--- src/hdl/ale_pkg.sv ---
// shared constants, request and status codes, and the memory command struct
// for the array list engine; no dependencies, compiled first

package ale_pkg;

   // list capacity and derived widths
   localparam int DEPTH  = 16;
   localparam int IDX_W  = (DEPTH > 1) ? $clog2(DEPTH) : 1;
   localparam int CNT_W  = $clog2(DEPTH + 1);

   // fixed field widths of the request and response channels
   localparam int TYPE_W = 3;
   localparam int POS_W  = 5;
   localparam int WORD_W = 32;
   localparam int FILL_W = 5;
   localparam int STAT_W = 2;

   // common width for comparing a position against the fill count
   localparam int CMP_W  = (CNT_W > POS_W) ? CNT_W : POS_W;

   // request kinds
   typedef enum logic [TYPE_W-1:0] {
      OP_READ     = 3'd0,
      OP_WRITE    = 3'd1,
      OP_APPEND   = 3'd2,
      OP_POP      = 3'd3,
      OP_CONTAINS = 3'd4,
      OP_REMOVE   = 3'd5
   } op_type;

   // response status codes
   typedef enum logic [STAT_W-1:0] {
      STAT_OK    = 2'd0,
      STAT_RANGE = 2'd1,
      STAT_FULL  = 2'd2,
      STAT_EMPTY = 2'd3
   } stat_type;

   // one cycle of commands to the entry store
   typedef struct packed {
      logic              wr_en;
      logic [IDX_W-1:0]  wr_addr;
      logic [WORD_W-1:0] wr_data;
      logic              rd_en;
      logic [IDX_W-1:0]  rd_addr;
   } mem_cmd_type;

endpackage

--- src/hdl/array_list_engine.sv ---
// top level of the array list engine: request sequencer, fill count and
// response register; depends on ale_pkg and ale_store
//
// A list of up to DEPTH signed 32-bit words held in one single-port-read,
// single-port-write memory and walked by a small sequencer. The block takes
// one request at a time and gives one response per request. A read passes
// through the execute, read-wait and finish steps, as the memory read is
// registered; write, append, pop and other codes go from execute straight
// to finish. Contains compares entries in order until one matches or the
// fill count is reached. Remove scans the same way, and one that matches
// also shifts every later entry down, one a cycle. Scan and shift go one
// entry a cycle through the memory port. The next request is taken once
// the response is in the output register, even if it is not yet taken; a
// response that is still held in the output register stalls the finish
// step until it is taken.

module array_list_engine
   import ale_pkg::*;
(
   input  logic              clock,
   input  logic              reset,
   // request channel
   input  logic              req_valid,
   output logic              req_ready,
   input  logic [TYPE_W-1:0] req_type,
   input  logic [POS_W-1:0]  req_position,
   input  logic [WORD_W-1:0] req_word,
   // response channel
   output logic              rsp_valid,
   input  logic              rsp_ready,
   output logic [WORD_W-1:0] rsp_read_word,
   output logic              rsp_found,
   output logic [FILL_W-1:0] rsp_fill_count,
   output logic [STAT_W-1:0] rsp_status
);

   typedef enum logic [5:0] {
      ST_IDLE   = 6'b000001,
      ST_EXEC   = 6'b000010,
      ST_RWAIT  = 6'b000100,
      ST_SCAN   = 6'b001000,
      ST_SHIFT  = 6'b010000,
      ST_FINISH = 6'b100000
   } state_type;

   state_type         state_ff, state_in;
   logic [TYPE_W-1:0] op_ff, op_in;
   logic [POS_W-1:0]  pos_ff, pos_in;
   logic [WORD_W-1:0] word_ff, word_in;
   logic [CNT_W-1:0]  count_ff, count_in;
   logic [CNT_W-1:0]  idx_ff, idx_in;
   logic              pend_ff, pend_in;
   logic [WORD_W-1:0] res_word_ff, res_word_in;
   logic              res_found_ff, res_found_in;
   stat_type          res_status_ff, res_status_in;
   logic              rsp_valid_ff, rsp_valid_in;
   logic [WORD_W-1:0] rsp_word_ff, rsp_word_in;
   logic              rsp_found_ff, rsp_found_in;
   logic [FILL_W-1:0] rsp_fill_ff, rsp_fill_in;
   stat_type          rsp_status_ff, rsp_status_in;

   mem_cmd_type       mem_cmd;
   logic [WORD_W-1:0] rd_data;

   logic              req_take;
   logic              pos_ok;
   logic [IDX_W-1:0]  pos_addr;
   logic              hit;
   logic [CNT_W-1:0]  shift_dst;

   ale_store u_store (
      .clock   (clock),
      .cmd     (mem_cmd),
      .rd_data (rd_data)
   );

   // request handshake
   assign req_ready = (state_ff == ST_IDLE);
   assign req_take  = req_valid && req_ready;

   // position check and match detection
   assign pos_ok    = (pos_ff != '0) && (CMP_W'(pos_ff) <= CMP_W'(count_ff));
   assign pos_addr  = IDX_W'(pos_ff - POS_W'(1));
   assign hit       = pend_ff && (rd_data == word_ff);
   assign shift_dst = idx_ff - CNT_W'(2);

   // sequencer
   always_comb begin
      state_in      = state_ff;
      op_in         = op_ff;
      pos_in        = pos_ff;
      word_in       = word_ff;
      count_in      = count_ff;
      idx_in        = idx_ff;
      pend_in       = pend_ff;
      res_word_in   = res_word_ff;
      res_found_in  = res_found_ff;
      res_status_in = res_status_ff;
      rsp_valid_in  = rsp_valid_ff && !rsp_ready;
      rsp_word_in   = rsp_word_ff;
      rsp_found_in  = rsp_found_ff;
      rsp_fill_in   = rsp_fill_ff;
      rsp_status_in = rsp_status_ff;
      mem_cmd       = '0;

      case (state_ff)
         ST_IDLE: begin
            if (req_take) begin
               op_in         = req_type;
               pos_in        = req_position;
               word_in       = req_word;
               res_word_in   = '0;
               res_found_in  = 1'b0;
               res_status_in = STAT_OK;
               state_in      = ST_EXEC;
            end
         end
         ST_EXEC: begin
            state_in = ST_FINISH;
            case (op_ff)
               OP_READ: begin
                  if (pos_ok) begin
                     mem_cmd.rd_en   = 1'b1;
                     mem_cmd.rd_addr = pos_addr;
                     state_in        = ST_RWAIT;
                  end else begin
                     res_status_in = STAT_RANGE;
                  end
               end
               OP_WRITE: begin
                  if (pos_ok) begin
                     mem_cmd.wr_en   = 1'b1;
                     mem_cmd.wr_addr = pos_addr;
                     mem_cmd.wr_data = word_ff;
                  end else begin
                     res_status_in = STAT_RANGE;
                  end
               end
               OP_APPEND: begin
                  if (count_ff < CNT_W'(DEPTH)) begin
                     mem_cmd.wr_en   = 1'b1;
                     mem_cmd.wr_addr = count_ff[IDX_W-1:0];
                     mem_cmd.wr_data = word_ff;
                     count_in        = count_ff + CNT_W'(1);
                  end else begin
                     res_status_in = STAT_FULL;
                  end
               end
               OP_POP: begin
                  if (count_ff != '0) begin
                     count_in = count_ff - CNT_W'(1);
                  end else begin
                     res_status_in = STAT_EMPTY;
                  end
               end
               OP_CONTAINS, OP_REMOVE: begin
                  idx_in   = '0;
                  pend_in  = 1'b0;
                  state_in = ST_SCAN;
               end
               default: begin
                  state_in = ST_FINISH;
               end
            endcase
         end
         ST_RWAIT: begin
            res_word_in = rd_data;
            state_in    = ST_FINISH;
         end
         // compare the entry read last cycle and, without a match, read the next one
         ST_SCAN: begin
            if (hit) begin
               res_found_in = 1'b1;
               pend_in      = 1'b0;
               if (op_ff == OP_REMOVE) begin
                  state_in = ST_SHIFT;
               end else begin
                  state_in = ST_FINISH;
               end
            end else if (idx_ff < count_ff) begin
               mem_cmd.rd_en   = 1'b1;
               mem_cmd.rd_addr = idx_ff[IDX_W-1:0];
               idx_in          = idx_ff + CNT_W'(1);
               pend_in         = 1'b1;
            end else begin
               pend_in  = 1'b0;
               state_in = ST_FINISH;
            end
         end
         // move each later entry down one slot, read and write overlapped
         ST_SHIFT: begin
            if (pend_ff) begin
               mem_cmd.wr_en   = 1'b1;
               mem_cmd.wr_addr = shift_dst[IDX_W-1:0];
               mem_cmd.wr_data = rd_data;
            end
            if (idx_ff < count_ff) begin
               mem_cmd.rd_en   = 1'b1;
               mem_cmd.rd_addr = idx_ff[IDX_W-1:0];
               idx_in          = idx_ff + CNT_W'(1);
               pend_in         = 1'b1;
            end else begin
               pend_in  = 1'b0;
               count_in = count_ff - CNT_W'(1);
               state_in = ST_FINISH;
            end
         end
         // hand the result to the response register once it is free
         ST_FINISH: begin
            if (!rsp_valid_ff || rsp_ready) begin
               rsp_valid_in  = 1'b1;
               rsp_word_in   = res_word_ff;
               rsp_found_in  = res_found_ff;
               rsp_fill_in   = FILL_W'(count_ff);
               rsp_status_in = res_status_ff;
               state_in      = ST_IDLE;
            end
         end
         default: begin
            state_in = ST_IDLE;
         end
      endcase
   end

   // control registers
   always_ff @(posedge clock) begin
      if (reset) begin
         state_ff     <= ST_IDLE;
         count_ff     <= '0;
         pend_ff      <= 1'b0;
         rsp_valid_ff <= 1'b0;
      end else begin
         state_ff     <= state_in;
         count_ff     <= count_in;
         pend_ff      <= pend_in;
         rsp_valid_ff <= rsp_valid_in;
      end
   end

   // payload registers
   always_ff @(posedge clock) begin
      op_ff         <= op_in;
      pos_ff        <= pos_in;
      word_ff       <= word_in;
      idx_ff        <= idx_in;
      res_word_ff   <= res_word_in;
      res_found_ff  <= res_found_in;
      res_status_ff <= res_status_in;
      rsp_word_ff   <= rsp_word_in;
      rsp_found_ff  <= rsp_found_in;
      rsp_fill_ff   <= rsp_fill_in;
      rsp_status_ff <= rsp_status_in;
   end

   assign rsp_valid      = rsp_valid_ff;
   assign rsp_read_word  = rsp_word_ff;
   assign rsp_found      = rsp_found_ff;
   assign rsp_fill_count = rsp_fill_ff;
   assign rsp_status     = rsp_status_ff;

   // fill count never passes capacity
   assert property (@(posedge clock) disable iff (reset)
      count_ff <= CNT_W'(DEPTH))
      else $error("fill count above capacity");

   // a new response only comes out of the finish step
   assert property (@(posedge clock) disable iff (reset)
      !$past(reset) && rsp_valid_ff && !$past(rsp_valid_ff)
         |-> $past(state_ff) == ST_FINISH)
      else $error("response raised outside finish step");

   // fill count moves only in execute or shift steps
   assert property (@(posedge clock) disable iff (reset)
      !$past(reset) && count_ff != $past(count_ff)
         |-> ($past(state_ff) == ST_EXEC || $past(state_ff) == ST_SHIFT))
      else $error("fill count changed in wrong step");

   // an accepted request always goes to the execute step
   assert property (@(posedge clock) disable iff (reset)
      req_take |=> state_ff == ST_EXEC)
      else $error("accepted request not executed");

   // a found flag never comes with an error status
   assert property (@(posedge clock) disable iff (reset)
      rsp_valid_ff && rsp_found_ff |-> rsp_status_ff == STAT_OK)
      else $error("found flag with error status");

endmodule

--- src/hdl/ale_store.sv ---
// entry store of the array list engine: one write and one read port,
// read data registered; depends on ale_pkg

module ale_store
   import ale_pkg::*;
(
   input  logic              clock,
   input  mem_cmd_type       cmd,
   output logic [WORD_W-1:0] rd_data
);

   logic [WORD_W-1:0] mem_ff [DEPTH];
   logic [WORD_W-1:0] rd_data_ff;

   // write port
   always_ff @(posedge clock) begin
      if (cmd.wr_en) begin
         mem_ff[cmd.wr_addr] <= cmd.wr_data;
      end
   end

   // registered read port
   always_ff @(posedge clock) begin
      if (cmd.rd_en) begin
         rd_data_ff <= mem_ff[cmd.rd_addr];
      end
   end

   assign rd_data = rd_data_ff;

endmodule
--- config.mk ---
export PLATFORM = sky130hd
export DESIGN_NAME = array_list_engine
export DESIGN_NICKNAME = d
export VERILOG_FILES = /design/src/hdl/ale_pkg.sv /design/src/hdl/array_list_engine.sv /design/src/hdl/ale_store.sv
export SDC_FILE = /design/constraint.sdc
export NUM_CORES = 1
export LEC_CHECK = 0
export ABC_CLOCK_PERIOD_IN_PS = 10400
export BUFFER_PORTS_ARGS = -buffer_cell sky130_fd_sc_hd__buf_2
export CAP_MARGIN = 40
export CORE_UTILIZATION = 35
export CTS_BUF_LIST = sky130_fd_sc_hd__clkbuf_8
export CTS_CLUSTER_SIZE = 8
export DETAILED_ROUTE_END_ITERATION = 10
export SETUP_SLACK_MARGIN = 0.15
export SLEW_MARGIN = 40
export SYNTH_ARGS = -nofsm -noshare
export SYNTH_HDL_FRONTEND = slang
export SYNTH_HIERARCHICAL = 1
export SYNTH_SLANG_ARGS = --single-unit
--- constraint.sdc ---
create_clock -name clock -period 10.4 [get_ports clock]
set_clock_uncertainty 0.1 [all_clocks]
set_input_delay 2.6 -clock clock [delete_from_list [all_inputs] [get_ports clock]]
set_output_delay 2.6 -clock clock [all_outputs]
set_load 0.1 [all_outputs]
==> out/results.txt <==
Post-CTS timing repair inserted 0 buffers for setup. The share of cells above drive strength 1 came out at 0.273. The multiplexer fraction of the synthesized cell area came out at 0.111.

Walking the worst path, the cells encountered are inv_1, ha_1, a211o_1, a221o_1, a2111oi_4, a22o_1, buf_4, and2_4, or2_1, or3b_2, nor3_4, buf_4. The number of detailed-routing iterations run before antenna repair came out at 8. At the end of routability-driven placement, the weighted congestion stood at 0.795. The class of the most critical hold timing path was reg -> reg. After detailed routing, the average wire length per cell comes to 25.9 um. The run gives 107 uV as the maximum vdd drop. The tools report the headroom to the max-slew limit as 0.379. After synthesis the netlist holds a flip-flop and latch count of 677. The global router's overall resource usage is 0.171.

The tools report the type of destination of the critical path as a flop. The sum of net half-perimeters after detailed placement was 35400 um. The total area inside the core boundary comes to 73300 um2.

The tools report the kind of start point of the critical path as a flop. The first routing iteration left 1185 violations. The run gives 6 as the total of warnings raised by yosys. The final reports fail on design-rule violations.

The level count of the clock H-tree is 3, and the count of max-cap constraint violations is 0. The count of nets left with antenna violations once routing finished came out at 0. On the critical path, the stage with the largest delay is an instance of sky130_fd_sc_hd__or3b_2. The actual transition at the worst max-transition pin was 923 ps. For the number of rows created at floorplan, the log shows 99. Synthesized area divided by synthesized cell count: 20.8 um2. The run gives 677 as the number of clock sinks. Synthesis produced 1250 cells. Initial antenna violation count: 1. The number of nets in the synthesized netlist is 1311.

After routing, the total negative slack on setup checks comes to 0 ps. Vertical extent of the die: 275 um. In this design, the critical path's most frequently occurring cell is sky130_fd_sc_hd__buf_4. OpenSTA, run right after detailed placement, puts the worst setup slack at 4830 ps. The run gives 0 as the number of buffers inserted for hold repair after clock tree synthesis.

Critical path data arrival time: 5810 ps. On the worst path, the slowest cell contributes a delay of 600 ps. Xor and xnor area share after synthesis: 0.0135. The compound-gate portion of the synthesized area is 0.0433. For the insertion delay of the later-clocked pin in the worst-skew pair, the log shows 730 ps. The logs give 0 for the number of max-slew violations in the final report and 57 for the number of library cell types mapped by synthesis. The buffering stage count on the worst path with inverters included was 3; the count of cells resized by post-cts repair was 0. The total via count after detailed routing came out at 13400. The die area is 75500 um2, and the post-synthesis share of cell area spent on full adders, half adders and majority gates is 0.00817. From synthesis to final layout, the design area changed by 14.9%.

The time the final worst path needs with I/O delays and setup came out at 5570 ps. The flow ran to the end, but the final reports show violations. The tools report the buffer levels on the longest clock path as 3.

The count of input and output buffers was 85; the leakage dissipation was 0.00828 uW. In this run the clock root is driven by a sky130_fd_sc_hd__clkbuf_8. The tools report the final-report hold violation count as 0. TritonCTS built the clock tree. 86 I/O pins were placed.

The tools report the effective utilization at floorplan as 0.355. Fraction of synthesis flops using an asynchronous set or reset pin: 0. Setup repair after global routing left no endpoint under its margin. The part of the Yosys area used for sequential elements is 0.776, and the number of fillers in the final layout is 6533. The worst setup path is of the reg -> reg kind. From left edge to right edge, the die measures 275 um. After clock tree synthesis, the clock-pin slew on the worst setup and hold paths is 60 ps.

Dividing the detail-routed via count by the number of cells gives 5.46. In the synthesized netlist the dominant register cell turns out to be sky130_fd_sc_hd__edfxtp_1. Summing every instance area after synthesis gives 26000 um2. For the total setup violations reported at the end of the flow, the log shows 0.

The dominant combinational cell family by area after synthesis was multiplexers. Entering global routing, the biggest net connects 73 pins. The power per standard cell area is 170 nW/um2, and the net total in the final layout is 1483. Yosys mapped a number of flops with a built-in enable equal to 664. The final cycle utilization of the critical path works out to 0.536.

The endpoint required time on the critical path is 10640 ps, and the highest clock rate is 179 MHz. Once routing completed, OpenROAD measured the worst setup slack at 4830 ps. The kind of cell with the highest combined delay on the critical path was simple AND/OR/NAND/NOR gates. For the number of buffers created by CTS, the log shows 104. The largest fanout of any net on the critical path is 24, and the final routed wirelength across all metal layers is 63500 um.

The run gives 20 as the number of DRC violations after detailed routing. The simple-gate area share of the yosys netlist came out at 0.0345. For the number of global-route vias before repair, the log shows 13800. The tools report the total global routing overflow as 0. The first global-routing pass estimated 92300 um of wire.
## final cells by class
class                      count  area, um2  area share
tap                          959       1200      0.0401
clock buffer                 111       1530      0.0511
sequential                   677      20200       0.675
multi-input combinational    499       5720       0.191
clock inverter                60        309      0.0103
antenna                        1       2.50   0.0000836
inverter                      17       63.8     0.00213
timing repair buffer         123        898      0.0300
## cells by family after synthesis
kind of cell | count (synthesis)
flip-flops | 677
XOR/XNOR | 40
AND/OR/NAND/NOR | 169
buffers and inverters | 74
adder cells (fa/ha/maj) | 17
multiplexers | 130
AO/OA/AOI/OAI | 143
## metrics by stage
step | std cells | utilization | cell area [um2] | hold slack [ps] | total power (uW)
6_report | 2447 | 0.408 | 29900 | 317 | 5100
5_1_grt | 2446 | 0.408 | 29900 | 321 | 5270
4_1_cts | 2446 | 0.408 | 29900 | 318 | 5160
3_5_place_dp | 2275 | 0.383 | 28100 | 305 | 3140
3_3_place_gp | 2261 | 0.379 | 27800 | 306 | 3130
2_1_floorplan | 1250 | - | 26000 | 300 | 3090
## metal layers
layer  vias up  GRT usage  part of all wire
li1       5528          -                 -
met1      7097      0.241              0.44
met2       612      0.257              0.45
met3       132     0.0450             0.084
met4         0     0.0550             0.026
met5         -          0                 0
## cells in the final DEF (no fill, tap or decap), drive strengths merged, types with 4 or more instances in the layout
master	synthesis	final
clkbuf	27	111
nor4	9	9
nand2b	5	5
mux4	128	128
edfxtp	664	664
a22oi	68	68
nor3	7	7
a21oi	9	9
and2	35	35
xnor2	21	21
o2bb2ai	5	5
or4	4	4
a22o	16	16
o21ai	9	9
xor2	19	19
nor2	29	29
clkinv	0	13
inv	17	61
buf	30	123
nand2	43	43
dfxtp	13	13
a32o	17	17
ha	17	17
nand4	5	5
nand3	5	5
nor2b	7	7
## power breakdown
group,internal (uW),leakage (uW),switching (uW),total (uW)
combinational,22.0,0.00195,52.9,74.9
clock,1020,0.00109,996,2020
sequential,2990,0.00524,18.2,3000
## path summary, 6_finish.rpt
kind / slack [ps] / startpoint / cells past startpoint / end
setup / recovery: 4830 / count_ff[2] / 12 / u_store/mem_ff[0][12]
hold / removal: 320 / res_word_ff[5] / 0 / rsp_read_word[5]
setup reg to reg: 4830 / count_ff[2] / 12 / u_store/mem_ff[0][12]
hold reg to reg: 320 / res_word_ff[5] / 0 / rsp_read_word[5]
## sequential cells by signal, indices dropped and copies added (netlist names), 2 cells and up
signal and count:
count_ff 5, idx_ff 5, op_ff 3, pos_ff 5, res_status_ff 2, res_word_ff 32, rsp_fill_count 5, rsp_read_word 32
rsp_status 2, state_ff 6, u_store/mem_ff 512, u_store/rd_data 32, word_ff 32
## cells in the mapped netlist (all sizes together), types with 3 or more instances
cell	count	share of area
and2	35	0.0085
o21ai	9	0.0017
buf	30	0.0070
nor3	7	0.0013
or3b	3	0.0010
nor2	29	0.0042
nand3	5	0.00096
inv	17	0.0025
clkbuf	27	0.0039
xnor2	21	0.0071
xor2	19	0.0064
nand4	5	0.0012
mux4	128	0.11
o2bb2ai	5	0.0017
a22oi	68	0.020
a32o	17	0.0065
nand2	43	0.0062
or4	4	0.0012
a22o	16	0.0054
nor4	9	0.0022
nor3b	3	0.00086
ha	17	0.0082
a21oi	9	0.0017
a211oi	3	0.00086
nand2b	5	0.0012
edfxtp	664	0.77
nor2b	7	0.0017
nand3b	3	0.00086
dfxtp	13	0.010
Power figures use the tool's default switching activity.
